File: config.mk
export PLATFORM = sky130hd
export DESIGN_NAME = tplca_ram
export DESIGN_NICKNAME = d
export VERILOG_FILES = /design/src/sv/tplca_pkg.sv /design/src/sv/tplca_ram.sv
export SDC_FILE = /design/constraint.sdc
export NUM_CORES = 1
export LEC_CHECK = 0
export ABC_CLOCK_PERIOD_IN_PS = 3300
export BUFFER_PORTS_ARGS = -buffer_cell sky130_fd_sc_hd__buf_2
export CORE_UTILIZATION = 45
export CTS_BUF_LIST = sky130_fd_sc_hd__clkbuf_8
export DETAILED_ROUTE_END_ITERATION = 8
export PLACE_DENSITY = 0.67
export SETUP_SLACK_MARGIN = 0.05
export SYNTH_ARGS = -nofsm -noshare
export SYNTH_HDL_FRONTEND = slang
export SYNTH_SLANG_ARGS = --single-unit
File: constraint.sdc
create_clock -name clock -period 3.3 [get_ports clock]
set_clock_uncertainty 0.15 [all_clocks]
set_input_delay 0.33 -clock clock [delete_from_list [all_inputs] [get_ports clock]]
set_output_delay 0.33 -clock clock [all_outputs]
set_load 0.05 [all_outputs]
File: src/sv/tplca_pkg.sv
// Shared types and constants for the tree path prime count LCA core.
// No dependencies; imported by every module of the block.
`timescale 1ns / 1ps
package tplca_pkg;
   localparam int NODE_W        = 16;
   localparam int CNT_W         = 16;
   localparam int SIEVE_SIZE    = 65536;
   localparam int SIEVE_ROOT    = 256;
   localparam int DEF_MAX_NODES = 65536;
   localparam int DEF_LEVELS    = 16;

   localparam logic OP_LOAD  = 1'b0;
   localparam logic OP_QUERY = 1'b1;

   typedef struct packed {
      logic en;
      logic we;
   } mem_cmd_type;
endpackage

File: src/sv/tplca_ram.sv
// Single-port synchronous RAM with registered read data.
// Depends on tplca_pkg for the command struct.
`timescale 1ns / 1ps
module tplca_ram #(
   parameter int WIDTH  = 16,
   parameter int ADDR_W = 4
) (
   input  logic                 clock,
   input  tplca_pkg::mem_cmd_type cmd,
   input  logic [ADDR_W-1:0]    addr,
   input  logic [WIDTH-1:0]     wdata,
   output logic [WIDTH-1:0]     rdata
);
   import tplca_pkg::*;

   logic [WIDTH-1:0] mem [2**ADDR_W];
   logic [WIDTH-1:0] rdata_ff;

   always_ff @(posedge clock) begin
      if (cmd.en) begin
         if (cmd.we) begin
            mem[addr] <= wdata;
         end else begin
            rdata_ff <= mem[addr];
         end
      end
   end

   assign rdata = rdata_ff;
endmodule

==> flow_summary.ini <==
[floorplan]
placement_rows = 54
die_area_um2 = 23390
die_extent_in_y_um = 153.0
initial_utilization = 0.4641
dieWidth_um = 153.0
core_um2 = 22090
ioPinCount = 39

[place]
detailedPlacementHpwl_mm = 12.40
port_buffers = 38
gpl_congestion = 0.7559
post_place_setup_slack_ns = 0.6115
postPlaceCellArea_um2 = 10960

[synth]
postSynth.topFlopCell = sky130_fd_sc_hd__edfxtp_1
yosys_warnings = 0
synth_top_cells_by_count = 272 x sky130_fd_sc_hd__edfxtp_1, 64 x sky130_fd_sc_hd__mux4_2, 26 x sky130_fd_sc_hd__a22oi_1
synth_most_common_cell = sky130_fd_sc_hd__edfxtp_1
mappedNetlistNets = 461
ys_async_sr_fraction = 0
synth_top_cell_by_area = sky130_fd_sc_hd__edfxtp_1
ys_ff_latch = 272
postSynthAreaPerCell_um2 = 23.41
synth-seq-area-share = 0.7966
synth_cells = 438
synth_enable_flop_cells = 272
mappedNetlistArea_um2 = 10250
synth_largest_type_area_fraction = 0.7966
synth_top_cells_by_area = sky130_fd_sc_hd__edfxtp_1 80%, sky130_fd_sc_hd__mux4_2 14%, sky130_fd_sc_hd__a22oi_1 1.9%, sky130_fd_sc_hd__a22oi_2 0.73%, sky130_fd_sc_hd__nand2_1 0.66%
post_synth_num_cell_types = 19

[finish]
fin_nets = 551
fillers = 1653
syn2layout_area_growth_pct = 15.11
multiInputGateArea_um2 = 1973
post-route-cell-area_um2 = 11800
layout-drive-gt1-share = 0.3768
seqCellArea_um2 = 8168

[power]
power_density_nw_per_um2 = 593.9
cellLeakagePower_nw = 3.853
total_power_mw = 7.009
peakVddDrop_v = 0.0002854

[sta]
tightestPinTransition_ns = 0.9537
setup_tns_final_ns = 0
number_of_endpoints_failing_setup_at_the_final_stage = 0
final.period_utilization = 0.6355
rsz0062_at_grt = no
max_freq_mhz = 476.8
relSlewSlack = 0.3642
holdWs_ns = 0.03213
layout_setup_ws_ns = 1.203
layout_min_cycle_time_ns = 2.097
final_max_slew_viol_count = 0
finalHoldViolations = 0

[grt]
grt_max_degree = 40
grt_remaining_overflow = 0
antenna_found_initial = 1
first_global_vias = 5195
wire_length_of_the_first_global_routing_pass_mm = 31.89
grt_usage = 0.1882

[setup_path]
crit_path_start_kind = primary input
worst_setup_path_end_kind = flip-flop
criticalPathCategory = in -> reg
timing.critical_path.arrival_ns = 2.17
setup.reg_to_reg.worst_slack_ns = 1.65
crit-reg2reg-capture = rdata[13]
crit_required_ns = 3.37
timing.reg2reg.worst_path_depth = 3
start_point_of_the_critical_path = addr[0]
critical_path.reg2reg.startpoint = mem[10][13]
critical_path.max_fanout = 39

[drt]
dr_total_vias = 4764
drt_first_pass_iters = 5
number_of_vias_per_cell_after_detailed_routing = 5.665
ant_nets = 0
drt_drc_violations_left = 0
wire_per_inst_um = 24.92
drt_first_iter_violations = 384
detail_route.wirelength_mm = 20.96

[clock_network]
total_of_hold_buffers_inserted_after_clock_tree_synthesis = 0
clock_tree.htree_level_count = 2
cts.repair.resized = 0
clockBufferDepth = 3
post_cts.repair.setup_buffers = 0
cts_tree = built
worst_skew_pair.late_latency_ns = 0.52
cts_inserted_buffers = 42
clock_sink_count = 272
cts.reportedPaths.clkPinSlew_ns = 0.07
clockRootBuffer = sky130_fd_sc_hd__clkbuf_8

[hold_path]
class_of_the_tightest_hold_or_removal_check = in -> reg
worstHoldEndpoint = mem[11][15]
min_from = wdata[15]
worstHoldPathCells = 1

[run_status]
status = finished clean

[run]
maxCapViolations = 0
through the flow:
step / std cells / util
finish: 841 / 0.5342
CTS: 840 / 0.5341
global placement: 764 / 0.4959
floorplan: 438 / -
global route: 840 / 0.5341
detailed placement: 764 / 0.4959
worst max path at each step:
stage	to	slack (ns)	cells past startpoint
after global routing	mem[5][8]	1.02	4
after detailed placement	mem[5][3]	0.61	4
final	mem[5][5]	1.20	4
after floorplan	mem[2][0]	0.51	5
after CTS	mem[5][8]	1.15	4
after global placement	rdata[2]	0.68	5
worst max-delay path, stage by stage:
cell                       delay (ns)
sky130_fd_sc_hd__buf_4           0.56
sky130_fd_sc_hd__nand4b_1        0.43
sky130_fd_sc_hd__nor2_2          0.52
sky130_fd_sc_hd__buf_4           0.29
per-layer routing:
layer / global-route usage / vias to the layer above / part of all wire
met2: 0.3237 / 161 / 0.52
met3: 0.03771 / 42 / 0.056
met5: 0 / - / 0
met1: 0.2378 / 2509 / 0.40
li1: - / 2052 / -
met4: 0.06926 / 0 / 0.026
flip-flops by register name (all words and copies together), names as in the netlist:
register  cells
mem         256
rdata        16
cell usage in the layout (no fill, tap or decap), types with 4 or more instances in the layout:
master                      instances
sky130_fd_sc_hd__a22oi_1           26
sky130_fd_sc_hd__a22oi_2            6
sky130_fd_sc_hd__buf_2             37
sky130_fd_sc_hd__buf_4             32
sky130_fd_sc_hd__bufinv_16          4
sky130_fd_sc_hd__clkbuf_8          45
sky130_fd_sc_hd__clkinv_1          14
sky130_fd_sc_hd__edfxtp_1         272
sky130_fd_sc_hd__inv_1             11
sky130_fd_sc_hd__mux4_2            64
sky130_fd_sc_hd__nand2_1           18
sky130_fd_sc_hd__nor2_2            13
sky130_fd_sc_hd__nor3_2             4
power breakdown:
group          switching (mW)  total (mW)  internal, mW
Sequential             0.0115        3.87          3.86
Combinational           0.210       0.338         0.128
Clock                    1.24        2.80          1.57
layout make-up:
type	count	share of cell area
sequential	272	0.6920
multi-input combinational	141	0.1672
clock buffer	45	0.05248
timing repair buffer	71	0.03944
tap	280	0.02968
clock inverter	31	0.01898
antenna	1	0.0002120
logic make-up (layout without fill, tap and decap cells):
kind of cell           count (synthesis)  in the layout  share of synthesized area
DFF                                  272            272                     0.7966
muxes                                 64             64                     0.1406
and+or+nand+nor                       45             45                    0.01989
AOI/OAI and AO/OA                     32             32                    0.02636
buffers and inverters                 25            147                    0.01660
other                                  0              1                          0
Note: power is estimated with default switching activity, not from simulation.
